==> src/rtl/ccs_pkg.sv <==
// ----------------------------------------------------------------------------
// ccs_pkg
// Shared types, character codes and the line-comment stage function of the
// comment stripper.
// ----------------------------------------------------------------------------
package ccs_pkg;

   localparam int LINE_BITS   = 16;
   localparam int COLUMN_BITS = 16;
   localparam int POS_BITS    = 16;      // width of the position fields on the result side
   localparam int FIFO_DEPTH  = 4;
   localparam int FIFO_AW     = $clog2(FIFO_DEPTH);

   localparam logic [LINE_BITS-1:0]   LINE_MAX   = '1;
   localparam logic [COLUMN_BITS-1:0] COLUMN_MAX = '1;

   localparam logic [7:0] CH_NEWLINE = 8'h0A;
   localparam logic [7:0] CH_SLASH   = 8'h2F;
   localparam logic [7:0] CH_STAR    = 8'h2A;
   localparam logic [7:0] CH_QUOTE   = 8'h22;

   typedef struct packed {
      logic [7:0]             ch;
      logic [LINE_BITS-1:0]   line;
      logic [COLUMN_BITS-1:0] col;
   } tagged_type;

   typedef struct packed {
      logic                 in_string;
      logic                 in_comment;
      logic [LINE_BITS-1:0] start_line;
      logic                 pend_valid;
      tagged_type           pend;
   } line_state_type;

   typedef struct packed {
      line_state_type s;
      logic [1:0]     n;
      tagged_type     e0;
      tagged_type     e1;
   } line_out_type;

   // One queue entry: all results of one accepted byte.
   typedef struct packed {
      logic [1:0]           n;       // number of results, 1 to 3
      logic                 marker;  // end marker with no character
      logic                 fin;
      tagged_type [2:0]     item;
   } entry_type;

   typedef struct packed {
      logic full;
      logic empty;
   } fifo_status_type;

   // Line-comment stage: takes one tagged character, returns up to two
   // characters to pass on.
   function automatic line_out_type line_stage(line_state_type s, tagged_type y);
      line_out_type r;
      logic         skip;
      r.s  = s;
      r.n  = 2'd0;
      r.e0 = y;
      r.e1 = y;
      skip = 1'b0;
      if (s.in_comment) begin
         if (y.line > s.start_line) begin
            r.s.in_comment = 1'b0;
         end else begin
            skip = 1'b1;
         end
      end
      if (!skip) begin
         if (r.s.in_string) begin
            r.n  = 2'd1;
            r.e0 = y;
            if (y.ch == CH_QUOTE) begin
               r.s.in_string = 1'b0;
            end
         end else if (r.s.pend_valid && y.ch == CH_SLASH) begin
            r.s.pend_valid = 1'b0;
            r.s.in_comment = 1'b1;
            r.s.start_line = y.line;
         end else begin
            if (r.s.pend_valid) begin
               r.e0           = r.s.pend;
               r.n            = 2'd1;
               r.s.pend_valid = 1'b0;
            end
            if (y.ch == CH_SLASH) begin
               r.s.pend_valid = 1'b1;
               r.s.pend       = y;
            end else begin
               if (r.n == 2'd1) begin
                  r.e1 = y;
               end else begin
                  r.e0 = y;
               end
               r.n = r.n + 2'd1;
               if (y.ch == CH_QUOTE) begin
                  r.s.in_string = 1'b1;
               end
            end
         end
      end
      return r;
   endfunction

   function automatic logic [POS_BITS-1:0] line_field(logic [LINE_BITS-1:0] v);
      logic [31:0] w;
      w = 32'(v);
      return w[POS_BITS-1:0];
   endfunction

   function automatic logic [POS_BITS-1:0] column_field(logic [COLUMN_BITS-1:0] v);
      logic [31:0] w;
      w = 32'(v);
      return w[POS_BITS-1:0];
   endfunction

endpackage

==> src/rtl/comment_stripper_with_position.sv <==
// ----------------------------------------------------------------------------
// comment_stripper_with_position
// Strips block and line comments from a byte stream and tags every kept
// character with its line and column.
// ----------------------------------------------------------------------------
//  channel  dir  handshake               payload
//  req      in   req_tvalid/req_tready   tdata: ch, tlast: final_byte
//  rsp      out  rsp_tvalid/rsp_tready   tdata: out_char, line_no, column_no;
//                                        tuser: has_char, text_done; tlast: last_of_run
//
//  One byte is taken per cycle while the queue is not full; a byte that yields
//  k results holds the output side until all k have left, and the 4-entry queue between front and back absorbs that.
//  A result is registered in a queue entry and then in the output register.
//  Reset is synchronous and active high; it empties the queue and clears control state.
//  req_tready drops only while the queue is full; rsp stalls back up into it.
// ----------------------------------------------------------------------------
module comment_stripper_with_position (
   input  logic        clock,
   input  logic        reset,
   input  logic        req_tvalid,
   output logic        req_tready,
   input  logic [7:0]  req_tdata,    // [7:0] ch
   input  logic        req_tlast,    // final_byte
   output logic        rsp_tvalid,
   input  logic        rsp_tready,
   output logic [39:0] rsp_tdata,    // [7:0] out_char, [23:8] line_no, [39:24] column_no
   output logic [1:0]  rsp_tuser,    // [0] has_char, [1] text_done
   output logic        rsp_tlast     // last_of_run
);

   ccs_pkg::fifo_status_type fifo_status;
   ccs_pkg::entry_type       push_entry;
   ccs_pkg::entry_type       head;
   logic                     push;
   logic                     pop;

   ccs_front u_front (
      .clock       (clock),
      .reset       (reset),
      .req_tvalid  (req_tvalid),
      .req_tready  (req_tready),
      .req_tdata   (req_tdata),
      .req_tlast   (req_tlast),
      .fifo_status (fifo_status),
      .push        (push),
      .push_entry  (push_entry)
   );

   ccs_fifo u_fifo (
      .clock      (clock),
      .reset      (reset),
      .push       (push),
      .push_entry (push_entry),
      .pop        (pop),
      .head       (head),
      .status     (fifo_status)
   );

   ccs_back u_back (
      .clock       (clock),
      .reset       (reset),
      .head        (head),
      .fifo_status (fifo_status),
      .pop         (pop),
      .rsp_tvalid  (rsp_tvalid),
      .rsp_tready  (rsp_tready),
      .rsp_tdata   (rsp_tdata),
      .rsp_tuser   (rsp_tuser),
      .rsp_tlast   (rsp_tlast)
   );

   a_no_overflow: assert property (@(posedge clock) disable iff (reset)
      push |-> !fifo_status.full)
      else $error("queue push while full");

   a_no_underflow: assert property (@(posedge clock) disable iff (reset)
      pop |-> !fifo_status.empty)
      else $error("queue pop while empty");

   a_done_is_last: assert property (@(posedge clock) disable iff (reset)
      (rsp_tvalid && rsp_tuser[1]) |-> rsp_tlast)
      else $error("text_done on a result that is not last of its run");

   a_marker_ends_text: assert property (@(posedge clock) disable iff (reset)
      (rsp_tvalid && !rsp_tuser[0]) |-> (rsp_tuser[1] && rsp_tlast && rsp_tdata == '0))
      else $error("end marker without text_done");

endmodule

==> src/rtl/ccs_front.sv <==
// ----------------------------------------------------------------------------
// ccs_front
// Accepts source bytes, tracks line and column, runs both comment stages and
// pushes the results of each byte as one queue entry.
// ----------------------------------------------------------------------------
module ccs_front (
   input  logic                     clock,
   input  logic                     reset,
   input  logic                     req_tvalid,
   output logic                     req_tready,
   input  logic [7:0]               req_tdata,   // [7:0] ch
   input  logic                     req_tlast,   // final_byte
   input  ccs_pkg::fifo_status_type fifo_status,
   output logic                     push,
   output ccs_pkg::entry_type       push_entry
);

   logic [ccs_pkg::LINE_BITS-1:0]   line_ff, line_in;
   logic [ccs_pkg::COLUMN_BITS-1:0] col_ff, col_in;
   logic                            bstr_ff, bstr_in;
   logic                            bcom_ff, bcom_in;
   logic                            star_ff, star_in;
   logic                            bpv_ff, bpv_in;
   ccs_pkg::tagged_type             bpend_ff, bpend_in;
   ccs_pkg::line_state_type         ls_ff, ls_in;

   logic                            accept;
   ccs_pkg::tagged_type             slot [7];
   logic [6:0]                      slot_v;
   ccs_pkg::tagged_type             items [3];
   logic [2:0]                      cnt;

   assign req_tready = !fifo_status.full;
   assign accept     = req_tvalid && req_tready;

   always_comb begin
      ccs_pkg::tagged_type     x;
      ccs_pkg::line_out_type   ro;
      ccs_pkg::line_state_type ls;
      logic                    bstr, bcom, star, bpv;
      ccs_pkg::tagged_type     bpend;

      ls     = ls_ff;
      bstr   = bstr_ff;
      bcom   = bcom_ff;
      star   = star_ff;
      bpv    = bpv_ff;
      bpend  = bpend_ff;
      x      = '{ch: req_tdata, line: line_ff, col: col_ff};
      ro     = '0;
      slot_v = '0;
      for (int k = 0; k < 7; k++) begin
         slot[k] = x;
      end

      line_in = line_ff;
      col_in  = col_ff;

      if (req_tdata == ccs_pkg::CH_NEWLINE) begin
         if (line_ff != ccs_pkg::LINE_MAX) begin
            line_in = line_ff + 1'b1;
         end
         col_in = '0;
      end else begin
         if (col_ff != ccs_pkg::COLUMN_MAX) begin
            col_in = col_ff + 1'b1;
         end
         if (bcom) begin
            if (star && req_tdata == ccs_pkg::CH_SLASH) begin
               bcom = 1'b0;
               star = 1'b0;
            end else begin
               star = (req_tdata == ccs_pkg::CH_STAR);
            end
         end else if (bstr) begin
            ro        = ccs_pkg::line_stage(ls, x);
            ls        = ro.s;
            slot[2]   = ro.e0;
            slot[3]   = ro.e1;
            slot_v[2] = (ro.n != 2'd0);
            slot_v[3] = (ro.n == 2'd2);
            if (req_tdata == ccs_pkg::CH_QUOTE) begin
               bstr = 1'b0;
            end
         end else if (bpv && req_tdata == ccs_pkg::CH_STAR) begin
            bpv  = 1'b0;
            bcom = 1'b1;
            star = 1'b0;
         end else begin
            if (bpv) begin
               bpv       = 1'b0;
               ro        = ccs_pkg::line_stage(ls, bpend);
               ls        = ro.s;
               slot[0]   = ro.e0;
               slot[1]   = ro.e1;
               slot_v[0] = (ro.n != 2'd0);
               slot_v[1] = (ro.n == 2'd2);
            end
            if (req_tdata == ccs_pkg::CH_SLASH) begin
               bpv   = 1'b1;
               bpend = x;
            end else begin
               ro        = ccs_pkg::line_stage(ls, x);
               ls        = ro.s;
               slot[2]   = ro.e0;
               slot[3]   = ro.e1;
               slot_v[2] = (ro.n != 2'd0);
               slot_v[3] = (ro.n == 2'd2);
               if (req_tdata == ccs_pkg::CH_QUOTE) begin
                  bstr = 1'b1;
               end
            end
         end
      end

      // flush both pending slashes on the final byte
      if (req_tlast) begin
         if (bpv) begin
            bpv       = 1'b0;
            ro        = ccs_pkg::line_stage(ls, bpend);
            ls        = ro.s;
            slot[4]   = ro.e0;
            slot[5]   = ro.e1;
            slot_v[4] = (ro.n != 2'd0);
            slot_v[5] = (ro.n == 2'd2);
         end
         if (ls.pend_valid) begin
            ls.pend_valid = 1'b0;
            slot[6]       = ls.pend;
            slot_v[6]     = 1'b1;
         end
      end

      ls_in    = ls;
      bstr_in  = bstr;
      bcom_in  = bcom;
      star_in  = star;
      bpv_in   = bpv;
      bpend_in = bpend;
   end

   // compact the slots, keep the first three
   always_comb begin
      cnt = 3'd0;
      for (int k = 0; k < 3; k++) begin
         items[k] = slot[0];
      end
      for (int k = 0; k < 7; k++) begin
         if (slot_v[k] && cnt < 3'd3) begin
            items[cnt[1:0]] = slot[k];
            cnt             = cnt + 3'd1;
         end
      end
   end

   always_comb begin
      push_entry.marker  = (cnt == 3'd0);
      push_entry.n       = (cnt == 3'd0) ? 2'd1 : cnt[1:0];
      push_entry.fin     = req_tlast;
      push_entry.item[0] = (cnt == 3'd0) ? '0 : items[0];
      push_entry.item[1] = items[1];
      push_entry.item[2] = items[2];
      push               = accept && (cnt != 3'd0 || req_tlast);
   end

   always_ff @(posedge clock) begin
      if (reset || (accept && req_tlast)) begin
         line_ff  <= '0;
         col_ff   <= '0;
         bstr_ff  <= 1'b0;
         bcom_ff  <= 1'b0;
         star_ff  <= 1'b0;
         bpv_ff   <= 1'b0;
         bpend_ff <= '0;
         ls_ff    <= '0;
      end else if (accept) begin
         line_ff  <= line_in;
         col_ff   <= col_in;
         bstr_ff  <= bstr_in;
         bcom_ff  <= bcom_in;
         star_ff  <= star_in;
         bpv_ff   <= bpv_in;
         bpend_ff <= bpend_in;
         ls_ff    <= ls_in;
      end
   end

endmodule

==> src/rtl/ccs_fifo.sv <==
// ----------------------------------------------------------------------------
// ccs_fifo
// Short register queue of result entries between the front and back parts.
// ----------------------------------------------------------------------------
module ccs_fifo (
   input  logic                      clock,
   input  logic                      reset,
   input  logic                      push,
   input  ccs_pkg::entry_type        push_entry,
   input  logic                      pop,
   output ccs_pkg::entry_type        head,
   output ccs_pkg::fifo_status_type  status
);

   ccs_pkg::entry_type              mem_ff [ccs_pkg::FIFO_DEPTH];
   logic [ccs_pkg::FIFO_AW-1:0]     wr_ff, wr_in;
   logic [ccs_pkg::FIFO_AW-1:0]     rd_ff, rd_in;
   logic [ccs_pkg::FIFO_AW:0]       cnt_ff, cnt_in;

   assign head         = mem_ff[rd_ff];
   assign status.full  = (cnt_ff == (ccs_pkg::FIFO_AW+1)'(ccs_pkg::FIFO_DEPTH));
   assign status.empty = (cnt_ff == '0);

   always_comb begin
      wr_in  = push ? wr_ff + 1'b1 : wr_ff;
      rd_in  = pop  ? rd_ff + 1'b1 : rd_ff;
      cnt_in = cnt_ff;
      if (push && !pop) begin
         cnt_in = cnt_ff + 1'b1;
      end else if (pop && !push) begin
         cnt_in = cnt_ff - 1'b1;
      end
   end

   always_ff @(posedge clock) begin
      if (reset) begin
         wr_ff  <= '0;
         rd_ff  <= '0;
         cnt_ff <= '0;
      end else begin
         wr_ff  <= wr_in;
         rd_ff  <= rd_in;
         cnt_ff <= cnt_in;
      end
   end

   always_ff @(posedge clock) begin
      if (push) begin
         mem_ff[wr_ff] <= push_entry;
      end
   end

endmodule

==> src/rtl/ccs_back.sv <==
// ----------------------------------------------------------------------------
// ccs_back
// Walks the head queue entry one result at a time into the output register.
// ----------------------------------------------------------------------------
module ccs_back (
   input  logic                     clock,
   input  logic                     reset,
   input  ccs_pkg::entry_type       head,
   input  ccs_pkg::fifo_status_type fifo_status,
   output logic                     pop,
   output logic                     rsp_tvalid,
   input  logic                     rsp_tready,
   output logic [39:0]              rsp_tdata,   // [7:0] out_char, [23:8] line_no,
                                                 // [39:24] column_no
   output logic [1:0]               rsp_tuser,   // [0] has_char, [1] text_done
   output logic                     rsp_tlast    // last_of_run
);

   logic                            valid_ff, valid_in;
   logic [1:0]                      idx_ff, idx_in;
   logic [39:0]                     data_ff;
   logic [1:0]                      user_ff;
   logic                            last_ff;

   logic                            load;
   logic                            is_last;
   ccs_pkg::tagged_type             cur;

   assign load    = !fifo_status.empty && (!valid_ff || rsp_tready);
   assign is_last = (idx_ff == head.n - 2'd1);
   assign cur     = head.item[idx_ff];
   assign pop     = load && is_last;

   always_comb begin
      idx_in = idx_ff;
      if (load) begin
         idx_in = is_last ? 2'd0 : idx_ff + 2'd1;
      end
      valid_in = valid_ff;
      if (load) begin
         valid_in = 1'b1;
      end else if (rsp_tready) begin
         valid_in = 1'b0;
      end
   end

   always_ff @(posedge clock) begin
      if (reset) begin
         valid_ff <= 1'b0;
         idx_ff   <= '0;
      end else begin
         valid_ff <= valid_in;
         idx_ff   <= idx_in;
      end
   end

   // hold the result until its transfer
   always_ff @(posedge clock) begin
      if (load) begin
         data_ff <= {ccs_pkg::column_field(cur.col), ccs_pkg::line_field(cur.line), cur.ch};
         user_ff <= {head.fin && is_last, !head.marker};
         last_ff <= is_last;
      end
   end

   assign rsp_tvalid = valid_ff;
   assign rsp_tdata  = data_ff;
   assign rsp_tuser  = user_ff;
   assign rsp_tlast  = last_ff;

endmodule
==> config.mk <==
export PLATFORM = sky130hd
export DESIGN_NAME = comment_stripper_with_position
export DESIGN_NICKNAME = d
export VERILOG_FILES = /design/src/rtl/ccs_pkg.sv /design/src/rtl/comment_stripper_with_position.sv /design/src/rtl/ccs_front.sv /design/src/rtl/ccs_fifo.sv /design/src/rtl/ccs_back.sv
export SDC_FILE = /design/constraint.sdc
export NUM_CORES = 2
export LEC_CHECK = 0
export ABC_CLOCK_PERIOD_IN_PS = 13200
export BUFFER_PORTS_ARGS = -buffer_cell sky130_fd_sc_hd__buf_2
export CAP_MARGIN = 10
export CORE_ASPECT_RATIO = 0.9
export CORE_MARGIN = 4
export CORE_UTILIZATION = 39
export DETAILED_ROUTE_END_ITERATION = 16
export PLACE_DENSITY_LB_ADDON = 0.15
export SYNTH_ARGS = -nofsm -noshare
export SYNTH_HDL_FRONTEND = slang
export SYNTH_SLANG_ARGS = --single-unit
export TNS_END_PERCENT = 30
==> constraint.sdc <==
create_clock -name clock -period 13.2 [get_ports clock]
set_input_delay 0.66 -clock clock [delete_from_list [all_inputs] [get_ports clock]]
set_output_delay 0.66 -clock clock [all_outputs]
set_load 0.02 [all_outputs]
==> impl_metrics.tcl <==
set metrics [dict create \
    cp-start-kind "register" \
    synthesis.yosys.warnings 0 \
    drt_first_iter_violations 4919 \
    power.share.switching 0.306 \
    std_cell_rows 112 \
    initial_core_util 0.393 \
    post-route-worst-setup-slack_ns 2.77 \
    htree_num_levels 3 \
    internal_power_mw 4.49 \
    fin_worst_hold_slack_ns 0.304 \
    f_max_ghz 0.0958 \
    reg2reg_depth 32 \
    critical_path_arrival_ns 10.80 \
    cts_tree "built" \
    worst_setup_hold_path_clk_slew_ns 0.06 \
    ys_top_cells_by_area "edfxtp_1, dfxtp_1, mux4_2" \
    ys_top_cells_by_count "edfxtp_1, nand2_1, nor2_1" \
    finalPower_mw 6.47 \
    drive_above_1_share 0.138 \
    clock_sink_count 686 \
    antenna_found_initial 2 \
    power_switching_mw 1.98 \
    run_status "complete, no violations" \
    total_nets_after_synthesis 4158 \
    critical-path-max-stage-delay_ns 0.84 \
    post-route-drc-count 0 \
    area_share_of_the_leading_cell_type_in_the_synthesized_netlist 0.396 \
    timing.hold.worst.start "rsp_tready" \
    root_buffer_cell "clkbuf_16" \
    fin_setup_tns_ns 0 \
    grt_first_pass_wirelength_um 230000 \
    powerDensity_nw_per_um2 144 \
    crit_path_frequent_cell "ha_1" \
    final_core_util 0.432 \
    syn-mean-instance-area_sq_um 10.1 \
    synth_top_cell_by_area "edfxtp_1" \
    drtPass1Iterations 6 \
    min-delay-path-class "in -> reg" \
    postSynthCellCount 4054 \
    post_cts.repair.setup_buffers 0 \
    number_of_hold_buffers_added_after_cts 0 \
    number_of_buffers_added_by_the_clock_tree_synthesis_step 76 \
    grt_pass1_vias 33662 \
    yosys_most_used_dff "edfxtp_1" \
    fin_nets 4000 \
    final-setup-viol-count 0 \
    synth_enable_flop_cells 539 \
    total_length_of_routed_wires_um 158000 \
    design.core.area_sq_um 104000 \
    synth-seq-area-share 0.468 \
    power_frac_comb 0.227 \
    flow.area_growth_from_synthesis_pct 9.86 \
    die_width_um 349 \
    period_minus_slack_ns 10.43 \
    gp_congestion 0.964 \
    clock_path_buffers 3 \
    slew_headroom 0.130 \
    power.share.sequential 0.436 \
    grt_start_max_net_pins 125 \
    clock_insertion_delay_worst_skew_ns 0.65 \
    finalCritPeriodShare 0.790 \
    rsz0062_at_grt "false" \
    final-max-slew-violation-count 0 \
    timing.rr.end "u_fifo.mem_ff[3][24]" \
    io_pins 58 \
    buffer_ports.inserted 57 \
    hold-path-cell-count 4 \
    endpoint_kind "register" \
    cap_violations 0 \
    dpl.hpwl_um 99100 \
    dr_total_vias 35066 \
    final_number_of_hold_violating_endpoints 0 \
    p_clk_frac 0.336 \
    yosysMostFrequentCell "edfxtp_1" \
    register_bit_count_reported_by_yosys 686 \
    grtUsageTotal 0.280 \
    kind_of_critical_path "reg -> reg" \
    cts-resized-gates 0 \
    worst_hold_path.endpoint "u_back.rsp_tvalid" \
    crit_slowest_cell "and2_2" \
    post_drt_wl_per_cell_um 29.6 \
    mean_number_of_vias_per_cell 6.58 \
    ant_nets 0 \
    reg2reg_setup_slack_ns 2.77 \
    worst_r2r_startpoint "u_front.ls_ff[56]" \
    netlist-cell-type-count 99 \
    dieArea_sq_um 110000 \
    fin_skew_ns 0.0354 \
    die_height_um 315 \
    tightest_slew_ns 1.30 \
    grt_remaining_overflow 0 \
    detailedPlace.worstSlack_ns 3.12 \
    peakVddDrop_mv 0.131 \
    worst-path-max-fanout 24 \
    p_leak_nw 15.3 \
    cp_data_required_time_ns 13.57 \
    asyncSetResetFlopFracSynth 0 \
    synth_area_sq_um 40900 \
]
## final cells by class
class,count,area (sq um)
antenna,3,7.51
clock buffer,88,1990
clock inverter,50,534
fill,9882,59000
inverter,60,230
multi-input combinational,2910,20100
sequential,686,19100
tap,1368,1710
timing repair buffer,162,1120
## flip-flops by register name (all words and copies together), names as in the netlist, named ones only
register           flops
u_back.idx_ff          2
u_back.rsp_tdata      40
u_back.rsp_tlast       1
u_back.rsp_tuser       2
u_back.rsp_tvalid      1
u_fifo.cnt_ff          3
u_fifo.mem_ff        496
u_fifo.rd_ff           2
u_fifo.wr_ff           2
u_front.bcom_ff        1
u_front.bpend_ff      40
u_front.bpv_ff         1
u_front.bstr_ff        1
u_front.col_ff        16
u_front.line_ff       16
u_front.ls_ff         59
u_front.star_ff        1
## kinds of logic after synthesis
family	share of synthesized area
buffers and inverters	0.0435
XOR/XNOR	0.00708
multiplexers	0.109
AO/OA/AOI/OAI	0.204
AND/OR/NAND/NOR	0.139
adder cells (fa/ha/maj)	0.0282
flip-flops	0.468
## power by group through the flow
stage | combinational (mW) | sequential (mW) | clock [mW]
floorplan | 0.893 | 2.94 | 0
global placement | 1.48 | 2.86 | 0
detailed placement | 1.48 | 2.87 | 0
CTS | 1.49 | 2.83 | 2.22
global route | 1.59 | 2.85 | 2.31
finish | 1.47 | 2.82 | 2.17
## routing by layer
metal	vias up	global-route usage	share of wire
li1	15256	-	-
met5	-	0	0
met3	542	0.0664	0.10
met4	0	0.143	0.058
met2	2266	0.422	0.43
met1	17002	0.377	0.41
## worst max-delay path by stage
| stage | from | endpoint | cells past startpoint |
|---|---|---|---|
| floorplan | u_front.ls_ff[56] | u_fifo.mem_ff[0][0] | 28 |
| global placement | u_front.ls_ff[56] | u_fifo.mem_ff[1][24] | 32 |
| detailed placement | u_front.ls_ff[56] | u_fifo.mem_ff[3][24] | 32 |
| CTS | u_front.ls_ff[56] | u_fifo.mem_ff[3][24] | 32 |
| global route | u_front.ls_ff[56] | u_fifo.mem_ff[3][28] | 32 |
| finish | u_front.ls_ff[56] | u_fifo.mem_ff[3][24] | 32 |
## metrics by stage
step	std cells	cell area [sq um]
after floorplan	4054	40900
after global placement	5186	42300
after detailed placement	5186	42300
after CTS	5324	44900
after global routing	5324	44900
final	5327	44900
## worst max-delay path, delay by kind of cell, from the launching register on
family,cells,cell delay (ns)
compound gates,13,3.53
simple gates,9,2.60
fa+ha+maj,5,2.39
buf+inv,4,0.91
flops,1,0.37
mux,1,0.24
## placed cells by master, fill, tap and decap left out, types with 24 or more instances in the layout
master / n
o21ai_0: 216
buf_4: 101
o221ai_1: 68
o22a_1: 25
a31oi_1: 26
a211oi_1: 130
a21oi_1: 227
mux4_2: 124
a31o_2: 41
ha_1: 89
o211ai_1: 81
nand4_1: 24
buf_2: 57
mux2i_1: 146
o31ai_1: 42
o22ai_1: 82
inv_1: 55
edfxtp_1: 539
nor3_1: 83
nor2_1: 371
a22oi_1: 36
and3_1: 36
nand3_1: 167
dfxtp_1: 143
clkbuf_16: 78
nand2_1: 471
a211o_1: 26
No activity file was read; power rests on OpenSTA's default activity.
